==> config.mk <==
export PLATFORM = sky130hd
export DESIGN_NAME = eigenvalues_two_by_two_core
export DESIGN_NICKNAME = d
export VERILOG_FILES = /design/src/rtl/eig2_pkg.sv /design/src/rtl/eig2_front.sv /design/src/rtl/eig2_sqrt_cell.sv /design/src/rtl/eig2_back.sv /design/src/rtl/eigenvalues_two_by_two_core.sv
export SDC_FILE = /design/constraint.sdc
export NUM_CORES = 2
export LEC_CHECK = 0
export BUFFER_PORTS_ARGS = -buffer_cell sky130_fd_sc_hd__clkbuf_2
export CAP_MARGIN = 10
export CORE_MARGIN = 2
export CORE_UTILIZATION = 60
export CTS_BUF_LIST = sky130_fd_sc_hd__clkbuf_8
export CTS_CLUSTER_DIAMETER = 50
export DETAILED_ROUTE_END_ITERATION = 10
export HOLD_SLACK_MARGIN = 0.12
export PLACE_DENSITY = 0.79
export SLEW_MARGIN = 20
export SYNTH_ARGS = -nofsm -noshare
export SYNTH_HDL_FRONTEND = slang
export SYNTH_SLANG_ARGS = --single-unit
==> constraint.sdc <==
create_clock -name i_clk -period 10.1 [get_ports i_clk]
set_input_delay 0.505 -clock i_clk [delete_from_list [all_inputs] [get_ports i_clk]]
set_output_delay 0.505 -clock i_clk [all_outputs]
set_load 0.01 [all_outputs]
==> src/rtl/eig2_pkg.sv <==
`default_nettype none
// ----------------------------------------------------------------------------
// eig2_pkg
// Shared constants for the 2x2 eigenvalue core: result word width and
// saturation limits of the eigenvalue outputs.
// ----------------------------------------------------------------------------
package eig2_pkg;

    // eigenvalue output width and its signed range
    localparam int unsigned OUT_WIDTH = 18;
    localparam logic signed [OUT_WIDTH-1:0] OUT_MAX = 18'sh1FFFF;
    localparam logic signed [OUT_WIDTH-1:0] OUT_MIN = -18'sh20000;

    typedef logic signed [OUT_WIDTH-1:0] t_lambda;

endpackage
`default_nettype wire

==> src/rtl/eig2_front.sv <==
`default_nettype none
// ----------------------------------------------------------------------------
// eig2_front
// Three stage front end: trace and entry difference, the two products, and
// the discriminant (a - d)^2 + 4bc with its sign split off.
// ----------------------------------------------------------------------------
module eig2_front #(
    parameter int ELEM_WIDTH = 16
) (
    input  wire                         i_clk,
    input  wire                         i_rst_n,
    input  wire                         i_valid,
    output logic                        o_ready,
    input  wire  signed [ELEM_WIDTH-1:0] i_a,
    input  wire  signed [ELEM_WIDTH-1:0] i_b,
    input  wire  signed [ELEM_WIDTH-1:0] i_c,
    input  wire  signed [ELEM_WIDTH-1:0] i_d,
    output logic                        o_valid,
    input  wire                         i_ready_next,
    output logic signed [ELEM_WIDTH:0]  o_trace,
    output logic [2*ELEM_WIDTH+1:0]     o_mag,
    output logic                        o_neg
);

    localparam int W  = ELEM_WIDTH;
    localparam int MW = 2 * W + 2;
    localparam int DW = 2 * W + 3;

    // stage valids and ready chain
    logic r_va, r_vb, r_vc;
    logic rdy_a, rdy_b, rdy_c;

    assign rdy_c   = !r_vc || i_ready_next;
    assign rdy_b   = !r_vb || rdy_c;
    assign rdy_a   = !r_va || rdy_b;
    assign o_ready = rdy_a;

    // stage a: trace and magnitude of a - d
    logic signed [W:0] n_trace_a, diff_a;
    logic [W:0]        n_adiff;
    logic signed [W:0] r_trace_a;
    logic [W:0]        r_adiff;
    logic signed [W-1:0] r_b, r_c;

    always_comb begin
        n_trace_a = {i_a[W-1], i_a} + {i_d[W-1], i_d};
        diff_a    = {i_a[W-1], i_a} - {i_d[W-1], i_d};
        n_adiff   = diff_a[W] ? (W+1)'(-diff_a) : (W+1)'(diff_a);
    end

    // stage b: square of the difference and the off-diagonal product
    logic [MW-1:0]         r_sq;
    logic signed [2*W-1:0] r_prod;
    logic signed [W:0]     r_trace_b;

    // stage c: discriminant and its sign
    logic signed [DW-1:0] sq_ext, p4_ext, disc;

    always_comb begin
        sq_ext = $signed({1'b0, r_sq});
        p4_ext = DW'($signed({r_prod, 2'b00}));
        disc   = sq_ext + p4_ext;
    end

    always_ff @(posedge i_clk) begin
        if (!i_rst_n) begin
            r_va    <= 1'b0;
            r_vb    <= 1'b0;
            r_vc    <= 1'b0;
        end else begin
            if (rdy_a) r_va <= i_valid;
            if (rdy_b) r_vb <= r_va;
            if (rdy_c) r_vc <= r_vb;
        end
    end

    // payload registers
    always_ff @(posedge i_clk) begin
        if (rdy_a) begin
            r_trace_a <= n_trace_a;
            r_adiff   <= n_adiff;
            r_b       <= i_b;
            r_c       <= i_c;
        end
        if (rdy_b) begin
            r_sq      <= r_adiff * r_adiff;
            r_prod    <= r_b * r_c;
            r_trace_b <= r_trace_a;
        end
        if (rdy_c) begin
            o_trace <= r_trace_b;
            o_neg   <= disc[DW-1];
            o_mag   <= disc[DW-1] ? '0 : disc[MW-1:0];
        end
    end

    assign o_valid = r_vc;

endmodule
`default_nettype wire

==> src/rtl/eig2_sqrt_cell.sv <==
`default_nettype none
// ----------------------------------------------------------------------------
// eig2_sqrt_cell
// One digit of the restoring square root: shifts in the next bit pair of the
// radicand, tries root*4+1 against the remainder and settles one root bit.
// ----------------------------------------------------------------------------
module eig2_sqrt_cell #(
    parameter int ELEM_WIDTH = 16
) (
    input  wire                          i_clk,
    input  wire                          i_rst_n,
    input  wire                          i_valid,
    output logic                         o_ready,
    input  wire  [2*ELEM_WIDTH+1:0]      i_rad,
    input  wire  [ELEM_WIDTH+3:0]        i_rem,
    input  wire  [ELEM_WIDTH:0]          i_root,
    input  wire  signed [ELEM_WIDTH:0]   i_trace,
    input  wire                          i_neg,
    output logic                         o_valid,
    input  wire                          i_ready_next,
    output logic [2*ELEM_WIDTH+1:0]      o_rad,
    output logic [ELEM_WIDTH+3:0]        o_rem,
    output logic [ELEM_WIDTH:0]          o_root,
    output logic signed [ELEM_WIDTH:0]   o_trace,
    output logic                         o_neg
);

    localparam int MW  = 2 * ELEM_WIDTH + 2;
    localparam int RW  = ELEM_WIDTH + 1;
    localparam int RMW = ELEM_WIDTH + 4;

    logic r_valid;
    logic [RMW-1:0] rem_sh, trial, n_rem;
    logic [RW-1:0]  n_root;
    logic [MW-1:0]  n_rad;
    logic           take;

    assign o_ready = !r_valid || i_ready_next;
    assign o_valid = r_valid;

    // trial subtract of one root digit
    always_comb begin
        rem_sh = {i_rem[RMW-3:0], i_rad[MW-1 -: 2]};
        trial  = {1'b0, i_root, 2'b01};
        take   = rem_sh >= trial;
        n_rem  = take ? rem_sh - trial : rem_sh;
        n_root = {i_root[RW-2:0], take};
        n_rad  = {i_rad[MW-3:0], 2'b00};
    end

    always_ff @(posedge i_clk) begin
        if (!i_rst_n) begin
            r_valid <= 1'b0;
        end else if (o_ready) begin
            r_valid <= i_valid;
        end
    end

    always_ff @(posedge i_clk) begin
        if (o_ready) begin
            o_rad   <= n_rad;
            o_rem   <= n_rem;
            o_root  <= n_root;
            o_trace <= i_trace;
            o_neg   <= i_neg;
        end
    end

endmodule
`default_nettype wire

==> src/rtl/eig2_back.sv <==
`default_nettype none
// ----------------------------------------------------------------------------
// eig2_back
// Output stage: halves trace plus and minus the root, saturates both roots to
// the result width and holds the result word until it is taken.
// ----------------------------------------------------------------------------
module eig2_back
    import eig2_pkg::*;
#(
    parameter int ELEM_WIDTH = 16
) (
    input  wire                         i_clk,
    input  wire                         i_rst_n,
    input  wire                         i_valid,
    output logic                        o_ready,
    input  wire  [ELEM_WIDTH:0]         i_root,
    input  wire  signed [ELEM_WIDTH:0]  i_trace,
    input  wire                         i_neg,
    output logic                        o_valid,
    input  wire                         i_stall,
    output t_lambda                     o_high,
    output t_lambda                     o_low,
    output logic                        o_not_real
);

    localparam int W  = ELEM_WIDTH;
    localparam int SW = W + 2;
    localparam int CW = (SW > OUT_WIDTH) ? SW : OUT_WIDTH;
    localparam logic signed [CW-1:0] SAT_HI = CW'(OUT_MAX);
    localparam logic signed [CW-1:0] SAT_LO = CW'(OUT_MIN);

    logic r_valid;
    logic signed [W+2:0] sum_hi, sum_lo;
    logic signed [CW-1:0] half_hi, half_lo;
    t_lambda n_high, n_low;

    assign o_ready = !r_valid || !i_stall;
    assign o_valid = r_valid;

    // floor halves of t + s and t - s, then clamp
    always_comb begin
        sum_hi  = {{2{i_trace[W]}}, i_trace} + $signed({2'b00, i_root});
        sum_lo  = {{2{i_trace[W]}}, i_trace} - $signed({2'b00, i_root});
        half_hi = CW'($signed(sum_hi[W+2:1]));
        half_lo = CW'($signed(sum_lo[W+2:1]));
        if (half_hi > SAT_HI)      n_high = OUT_MAX;
        else if (half_hi < SAT_LO) n_high = OUT_MIN;
        else                       n_high = half_hi[OUT_WIDTH-1:0];
        if (half_lo > SAT_HI)      n_low = OUT_MAX;
        else if (half_lo < SAT_LO) n_low = OUT_MIN;
        else                       n_low = half_lo[OUT_WIDTH-1:0];
        if (i_neg) begin
            n_high = '0;
            n_low  = '0;
        end
    end

    always_ff @(posedge i_clk) begin
        if (!i_rst_n) begin
            r_valid <= 1'b0;
        end else if (o_ready) begin
            r_valid <= i_valid;
        end
    end

    always_ff @(posedge i_clk) begin
        if (o_ready) begin
            o_high     <= n_high;
            o_low      <= n_low;
            o_not_real <= i_neg;
        end
    end

endmodule
`default_nettype wire

==> src/rtl/eigenvalues_two_by_two_core.sv <==
`default_nettype none
// ----------------------------------------------------------------------------
// eigenvalues_two_by_two_core
// Real eigenvalues of a signed fixed-point 2x2 matrix, one matrix per cycle.
// ----------------------------------------------------------------------------
// Takes one matrix word per cycle and returns the larger and smaller real
// eigenvalue (t +/- floor(sqrt((a-d)^2 + 4bc))) / 2, floored, with the input's
// fraction bits, saturated to 18 bits; a negative discriminant gives zeros
// and not_real. The path is three front stages (trace/difference, the two
// multipliers, discriminant), a row of ELEM_WIDTH + 1 square root cells that
// each settle one root bit, and the output register. Sustained rate is one
// word per cycle; every stage holds its word under stall and a bubble in any
// stage is filled by the next word.
// ----------------------------------------------------------------------------
module eigenvalues_two_by_two_core
    import eig2_pkg::*;
#(
    parameter int ELEM_WIDTH = 16
) (
    input  wire                         i_clk,
    input  wire                         i_rst_n,
    input  wire                         i_valid,
    output logic                        o_stall,
    input  wire  signed [ELEM_WIDTH-1:0] i_entry_top_left,
    input  wire  signed [ELEM_WIDTH-1:0] i_entry_top_right,
    input  wire  signed [ELEM_WIDTH-1:0] i_entry_bottom_left,
    input  wire  signed [ELEM_WIDTH-1:0] i_entry_bottom_right,
    output logic                        o_valid,
    input  wire                         i_stall,
    output t_lambda                     o_lambda_high,
    output t_lambda                     o_lambda_low,
    output logic                        o_not_real
);

    localparam int W  = ELEM_WIDTH;
    localparam int NC = W + 1;
    localparam int MW = 2 * W + 2;

    // per-cell links of the square root row
    logic                c_valid [0:NC];
    logic                c_ready [0:NC];
    logic [MW-1:0]       c_rad   [0:NC];
    logic [W+3:0]        c_rem   [0:NC];
    logic [W:0]          c_root  [0:NC];
    logic signed [W:0]   c_trace [0:NC];
    logic                c_neg   [0:NC];
    logic                front_ready;

    // trace and discriminant
    eig2_front #(.ELEM_WIDTH(W)) u_front (
        .i_clk        (i_clk),
        .i_rst_n      (i_rst_n),
        .i_valid      (i_valid),
        .o_ready      (front_ready),
        .i_a          (i_entry_top_left),
        .i_b          (i_entry_top_right),
        .i_c          (i_entry_bottom_left),
        .i_d          (i_entry_bottom_right),
        .o_valid      (c_valid[0]),
        .i_ready_next (c_ready[0]),
        .o_trace      (c_trace[0]),
        .o_mag        (c_rad[0]),
        .o_neg        (c_neg[0])
    );

    assign o_stall   = !front_ready;
    assign c_rem[0]  = '0;
    assign c_root[0] = '0;

    // square root row, one root bit per cell
    for (genvar k = 0; k < NC; k++) begin : g_cell
        eig2_sqrt_cell #(.ELEM_WIDTH(W)) u_cell (
            .i_clk        (i_clk),
            .i_rst_n      (i_rst_n),
            .i_valid      (c_valid[k]),
            .o_ready      (c_ready[k]),
            .i_rad        (c_rad[k]),
            .i_rem        (c_rem[k]),
            .i_root       (c_root[k]),
            .i_trace      (c_trace[k]),
            .i_neg        (c_neg[k]),
            .o_valid      (c_valid[k+1]),
            .i_ready_next (c_ready[k+1]),
            .o_rad        (c_rad[k+1]),
            .o_rem        (c_rem[k+1]),
            .o_root       (c_root[k+1]),
            .o_trace      (c_trace[k+1]),
            .o_neg        (c_neg[k+1])
        );
    end

    // roots, clamp and output word register
    eig2_back #(.ELEM_WIDTH(W)) u_back (
        .i_clk      (i_clk),
        .i_rst_n    (i_rst_n),
        .i_valid    (c_valid[NC]),
        .o_ready    (c_ready[NC]),
        .i_root     (c_root[NC]),
        .i_trace    (c_trace[NC]),
        .i_neg      (c_neg[NC]),
        .o_valid    (o_valid),
        .i_stall    (i_stall),
        .o_high     (o_lambda_high),
        .o_low      (o_lambda_low),
        .o_not_real (o_not_real)
    );

endmodule
`default_nettype wire
### After elaboration in Yosys (flattened, before gate mapping)

Cells that the tools add are included.

| word-level totals | value |
|---|---|
| output and inout bits | 39 |
| input bits | 68 |
| logic and storage cells | 233 |
| register bits after elaboration | 1263 |

| operators by class | value |
|---|---|
| $add $sub $neg | 22 |
| multiply operators | 2 |
| magnitude comparators | 21 |
| multiplexer cells | 21 |
| reductions and logical operators | 46 |

Operators with widths:

| kind | count |
|---|---|
| two-way mux 18 bit | 17 |
| > comparator 18 bit, second input constant | 2 |
| less-than comparator 18 bit, second input constant | 2 |
| adder 35 x 34 -> 35 bit | 1 |
| multiplier 17 x 17 -> 34 bit | 1 |
| two-way mux 17 bit | 2 |
| multiplier 16 x 16 -> 32 bit | 1 |
| zero test 1 bit | 23 |
| logical OR 1 bit | 21 |
| >= comparator 20 x 10 -> 1 bit | 1 |
| >= comparator 20 x 11 -> 1 bit | 1 |
| >= comparator 20 x 12 -> 1 bit | 1 |
| >= comparator 20 x 13 -> 1 bit | 1 |
| >= comparator 20 x 14 -> 1 bit | 1 |
| >= comparator 20 x 15 -> 1 bit | 1 |
| >= comparator 20 x 16 -> 1 bit | 1 |
| >= comparator 20 x 17 -> 1 bit | 1 |
| >= comparator 20 x 18 -> 1 bit | 1 |
| >= comparator 20 x 3 -> 1 bit | 1 |
| >= comparator 20 x 4 -> 1 bit | 1 |
| >= comparator 20 x 5 -> 1 bit | 1 |
| >= comparator 20 x 6 -> 1 bit | 1 |
| >= comparator 20 x 7 -> 1 bit | 1 |
| >= comparator 20 x 8 -> 1 bit | 1 |
| other kinds (26) | 27 |

### Logic depth before layout (Yosys ltp)

| depth | value |
|---|---|
| depth after elaboration | 23 |
| depth in mapped cells | 28 |
| gate-level depth less buffers | 26 |

### By module

Synthesis repeated with hierarchy kept, for this count alone.

| second synthesis, totals | value |
|---|---|
| cells, all modules | 8174 |
| area total of the unflattened synthesis | 101005.6 sq um |

By module, submodules not included:

| module | cells each | times used | area an instance (sq um) |
|---|---|---|---|
| eig2_sqrt_cell | 297 | 17 | 4117.7 |
| eig2_front | 2757 | 1 | 27692.8 |
| eig2_back | 366 | 1 | 3304.4 |
| eigenvalues_two_by_two_core | 2 | 1 | 7.5 |

### Least setup slack after synthesis

Ideal clock, no wire load.

| timing path | value |
|---|---|
| kind | register to register |
| from | reg u_front.r_adiff[5] |
| to | reg u_front.r_sq[33], data pin |
| data arrival time | 6217 ps |
| cell stages (with the launch flop) | 24 |
| clock period less this slack | 6477 ps |
| slack | 3623 ps |
| cells stage by stage | edfxtp_1 clkbuf_1 nand2_1 fa_1 inv_1 fa_1 inv_1 fa_1 inv_1 fa_1 fa_1 inv_1 fa_1 inv_1 ha_1 a21oi_1 o21bai_1 a221oi_1 o21ai_0 o41a_1 a21o_1 a31o_2 a21oi_1 xnor2_1 |

| on the way | value |
|---|---|
| cells in the longest elaborated chain, start to end | 1 |

Ends and longest elaborated chain:

| what | line | text |
|---|---|---|
| start, declared | eig2_front.sv:42 | `logic [W:0] r_adiff;` |
| start signal, assigned | eig2_front.sv:81 | `r_adiff <= n_adiff;` |
| multiplier 17 x 17 -> 34 bit | eig2_front.sv:86 | `r_sq <= r_adiff * r_adiff;` |
| end signal, assigned | eig2_front.sv:86 |  |
| end, declared | eig2_front.sv:52 | `logic [MW-1:0] r_sq;` |

Every way passes these cells.
A chain may end at the register's enable or synchronous reset.

### Final worst setup path

| timing path | value |
|---|---|
| from | reg u_front.r_c[6] |
| to | reg u_front.r_prod[30], data pin |

| on the way | value |
|---|---|
| cells in the longest elaborated chain, start to end | 1 |

Ends and longest elaborated chain:

| what | line | text |
|---|---|---|
| start, declared | eig2_front.sv:43 | `logic signed [W-1:0] r_b, r_c;` |
| start signal, assigned | eig2_front.sv:83 | `r_c <= i_c;` |
| multiplier 16 x 16 -> 32 bit | eig2_front.sv:87 | `r_prod <= r_b * r_c;` |
| end signal, assigned | eig2_front.sv:87 |  |
| end, declared | eig2_front.sv:53 | `logic signed [2*W-1:0] r_prod;` |

Every way passes these cells.

==> flow_metrics.env <==
export IMPL_place_congestion=0.913
export IMPL_setup_tns_final_ps=0
export IMPL_worst_min_delay_path_category="in2reg"
export IMPL_final_hold_violation_count=0
export IMPL_slew_limit_headroom_pct=31.6
export IMPL_postSynthNetCount=6674
export IMPL_postRouteWirelength_mm=127
export IMPL_design_area_um2=77100
export IMPL_timing_rr_start="u_front.r_c[6]"
export IMPL_yosys_most_used_dff="edfxtp_1"
export IMPL_timing_hold_worst_endpoint="u_front.r_trace_a[1]"
export IMPL_synthesis_area_um2=70600
export IMPL_timing_setup_critical_path_class="reg2reg"
export IMPL_grt_overflow=0
export IMPL_num_vias=41500
export IMPL_grt_max_degree=67
export IMPL_synthMostInstantiatedCell="edfxtp_1"
export IMPL_wire_length_of_the_first_global_routing_pass_mm=213
export IMPL_dp_cells=7232
export IMPL_layoutNonFillerInstCount=7624
export IMPL_worst_slew_pin_transition_ps=1030
export IMPL_clkSlewWorstSetupHoldPaths_ps=60
export IMPL_initial_core_utilization_pct=60.6
export IMPL_post_route_core_utilization_pct=66.2
export IMPL_fp_dieArea_um2=120000
export IMPL_yosys_area_top_type_share_pct=51.7
export IMPL_dp_final_hpwl_mm=93.2
export IMPL_hold_depth=4
export IMPL_finalSetupViolations=0
export IMPL_avgViaCountPerCell=5.44
export IMPL_cp_data_required_time_ps=10700
export IMPL_drive_gt1_share_pct=7.69
export IMPL_synthesis_area_per_instance_um2=12.4
export IMPL_netlist_top_cell_by_area="edfxtp_1"
export IMPL_numCtsBuffers=192
export IMPL_postSynthCellCount=5685
export IMPL_end_kind="flop"
export IMPL_grt_antenna_before_repair=1
export IMPL_worst_skew_pair_latency_ps=870
export IMPL_critical_path_most_common_cell="fa_1"
export IMPL_reg2reg_depth=22
export IMPL_cts_tree="yes"
export IMPL_first_iter_violations=2279
export IMPL_detail_route_drc_violations=0
export IMPL_numPortBuffers=106
export IMPL_grt_setup_unrepaired="no"
export IMPL_cp_data_arrival_time_ps=7710
export IMPL_cap_viol_max_count=0
export IMPL_maximum_fanout_count_along_the_critical_path=16
export IMPL_postSynthRegisterBits=1238
export IMPL_timing_reg2reg_setup_slack_ps=2990
export IMPL_async_flop_share_pct=0
export IMPL_final_period_utilization_pct=70.4
export IMPL_outcome="finished clean"
export IMPL_synth_commonest_cells="edfxtp_1 (1,217), inv_1 (926), ha_1 (462), fa_1 (459), nand2_1 (405)"
export IMPL_grt_pass1_vias=44300
export IMPL_wl_per_cell_um=16.6
export IMPL_route_antenna_remaining_nets=0
export IMPL_finish_net_count=6929
export IMPL_io_pins=107
export IMPL_area_growth_syn_to_layout_pct=9.18
export IMPL_setup_worst_path_start_class="flop"
export IMPL_grt_usage_pct=21.8
export IMPL_worst_skew_ps=43.9
export IMPL_worstPathCellList="and2_1 -> fa_1 -> inv_1 -> fa_1 -> fa_1 -> inv_1 -> ha_1 -> fa_1 -> inv_1 -> fa_1 -> inv_1 -> ha_1 -> a21o_1 -> a21o_1 -> a31o_2 -> o311ai_0 -> a31oi_1 -> a41oi_1 -> a21oi_1 -> a21oi_1 -> o21ai_0 -> xor2_1"
export IMPL_max_freq_ghz=0.141
export IMPL_synth_top_cells_by_area="edfxtp_1 (52%), fa_1 (13%), ha_1 (8.2%), inv_1 (4.9%), xnor2_1 (2.7%)"
export IMPL_cp_slowest_stage_delay_ps=630
export IMPL_die_height_um=347
export IMPL_layout_min_cycle_time_ps=7110
export IMPL_yosys_warning_total=0
export IMPL_cts_post_setup_buffers_inserted=0
export IMPL_worstReg2RegEnd="u_front.r_prod[30]"
export IMPL_timing_final_max_slew_violations=0
export IMPL_synth_edff_count=1217
export IMPL_timing_hold_worst_start="i_entry_top_left[1]"
export IMPL_cts_sinks=1238
export IMPL_design_core_area_um2=117000
export IMPL_rows=125
export IMPL_cpMaxStageDelayCell="edfxtp_1"
export IMPL_placed_area_um2=72900
export IMPL_cts_root_buffer="clkbuf_8"
export IMPL_ys_types=85
export IMPL_cts_htree_levels=4
export IMPL_ctsLongestPathBuffers=3
export IMPL_detail_route_first_pass_iterations=6
export IMPL_die_w_um=347
export IMPL_synth_yosys_seq_area_share_pct=52.3
[flip-flops by register name, indices dropped and copies added (netlist names), 17 cells and up]
name                   cells
u_front.r_trace_b         17
u_front.r_prod            32
g_cell.u_cell.o_rad      256
u_back.o_low              18
g_cell.u_cell.o_root     153
u_back.o_high             18
g_cell.u_cell.o_rem      268
g_cell.u_cell.o_neg       17
u_front.r_sq              32
u_front.r_adiff           17
u_front.o_trace           17
g_cell.u_cell.o_trace    289
g_cell.u_cell.o_valid     17
u_front.o_mag             33
[layer usage]
| layer | track usage, % | vias up | share of wire [%] |
|---|---|---|---|
| li1 | - | 19900 | - |
| met1 | 25.1 | 20300 | 39 |
| met2 | 40.6 | 918 | 54 |
| met3 | 3.29 | 299 | 3.8 |
| met4 | 8.52 | 0 | 3.4 |
| met5 | 0 | - | 0 |
[timing repair]
item	4_1_cts	5_1_grt
gates resized for setup	0	0
hold endpoints to repair	54	0
hold buffers	38	0
[layout by cell type, fill, tap and decap left out, drive strengths merged, types with 14 or more instances in the layout]
cell type	netlist	final
o31ai	37	37
a21oi	231	231
o21bai	23	23
nand4	29	29
inv	927	990
a31oi	14	14
nand3	77	77
nor2b	56	56
nand2	405	405
dfxtp	21	21
edfxtp	1217	1217
xor2	120	120
a21o	93	93
or3	34	34
xnor2	215	215
clkinv	0	73
o21ai	185	185
or2	25	25
buf	4	29
mux2	16	16
nor4	32	32
nor2	264	264
dlygate4sd3	0	38
o21a	57	57
fa	459	459
ha	462	462
and2	195	195
nor3	102	102
a21boi	31	31
clkbuf	108	302
nand2b	60	60
a211oi	20	20
and3	25	25
[metrics by stage]
stage          hold WS (ps)  setup WS, ps
6_report                234          2990
5_1_grt                 197          2640
4_1_cts                 157          3070
3_5_place_dp            405          3090
3_3_place_gp            400          3180
2_1_floorplan           400          3620
[worst max-delay path by stage]
stage / start / endpoint / slack (ps) / cells past startpoint
floorplan: u_front.r_adiff[5] / u_front.r_sq[33] / 3620 / 23
global placement: u_front.r_b[6] / u_front.r_prod[30] / 3180 / 21
detailed placement: u_front.r_b[5] / u_front.r_prod[30] / 3090 / 21
CTS: u_front.r_c[6] / u_front.r_prod[30] / 3070 / 22
global route: u_front.r_b[5] / u_front.r_prod[30] / 2640 / 21
finish: u_front.r_c[6] / u_front.r_prod[30] / 2990 / 22
[final cells by class]
| type | instances | area [µm²] |
|---|---|---|
| well taps | 1524 | 1910 |
| fillers | 8085 | 39400 |
| multi-input cells | 3408 | 29800 |
| repair buffers | 173 | 1130 |
| flip-flops and latches | 1238 | 37000 |
| diodes | 3 | 7.51 |
| inverters | 927 | 3480 |
| clock inverters | 155 | 1120 |
| clock buffers | 196 | 2700 |
[critical path, delay by kind of cell (launching register included)]
family / cells / cell delay, ps
DFF: 1 / 630
xor gates and xnor gates: 1 / 160
adders and majority gates: 7 / 3270
and+or+nand+nor: 1 / 290
buffers and inverters: 4 / 190
AOI/OAI and AO/OA: 9 / 2300
[cells by family (layout without fill, tap and decap cells)]
group	Yosys count	after routing	synth area share (%)
xor+xnor	335	335	4.15
mux	20	20	0.312
fa+ha+maj	921	921	21.2
flops	1238	1238	52.3
simple gates	1349	1349	9.40
other cells	1	4	0.00531
buf+inv	1039	1451	5.53
compound gates	782	782	7.05
Power is left out: the tool's default activity adds up to more than one toggle a clock period on the data nets, which glitch-free logic cannot reach.
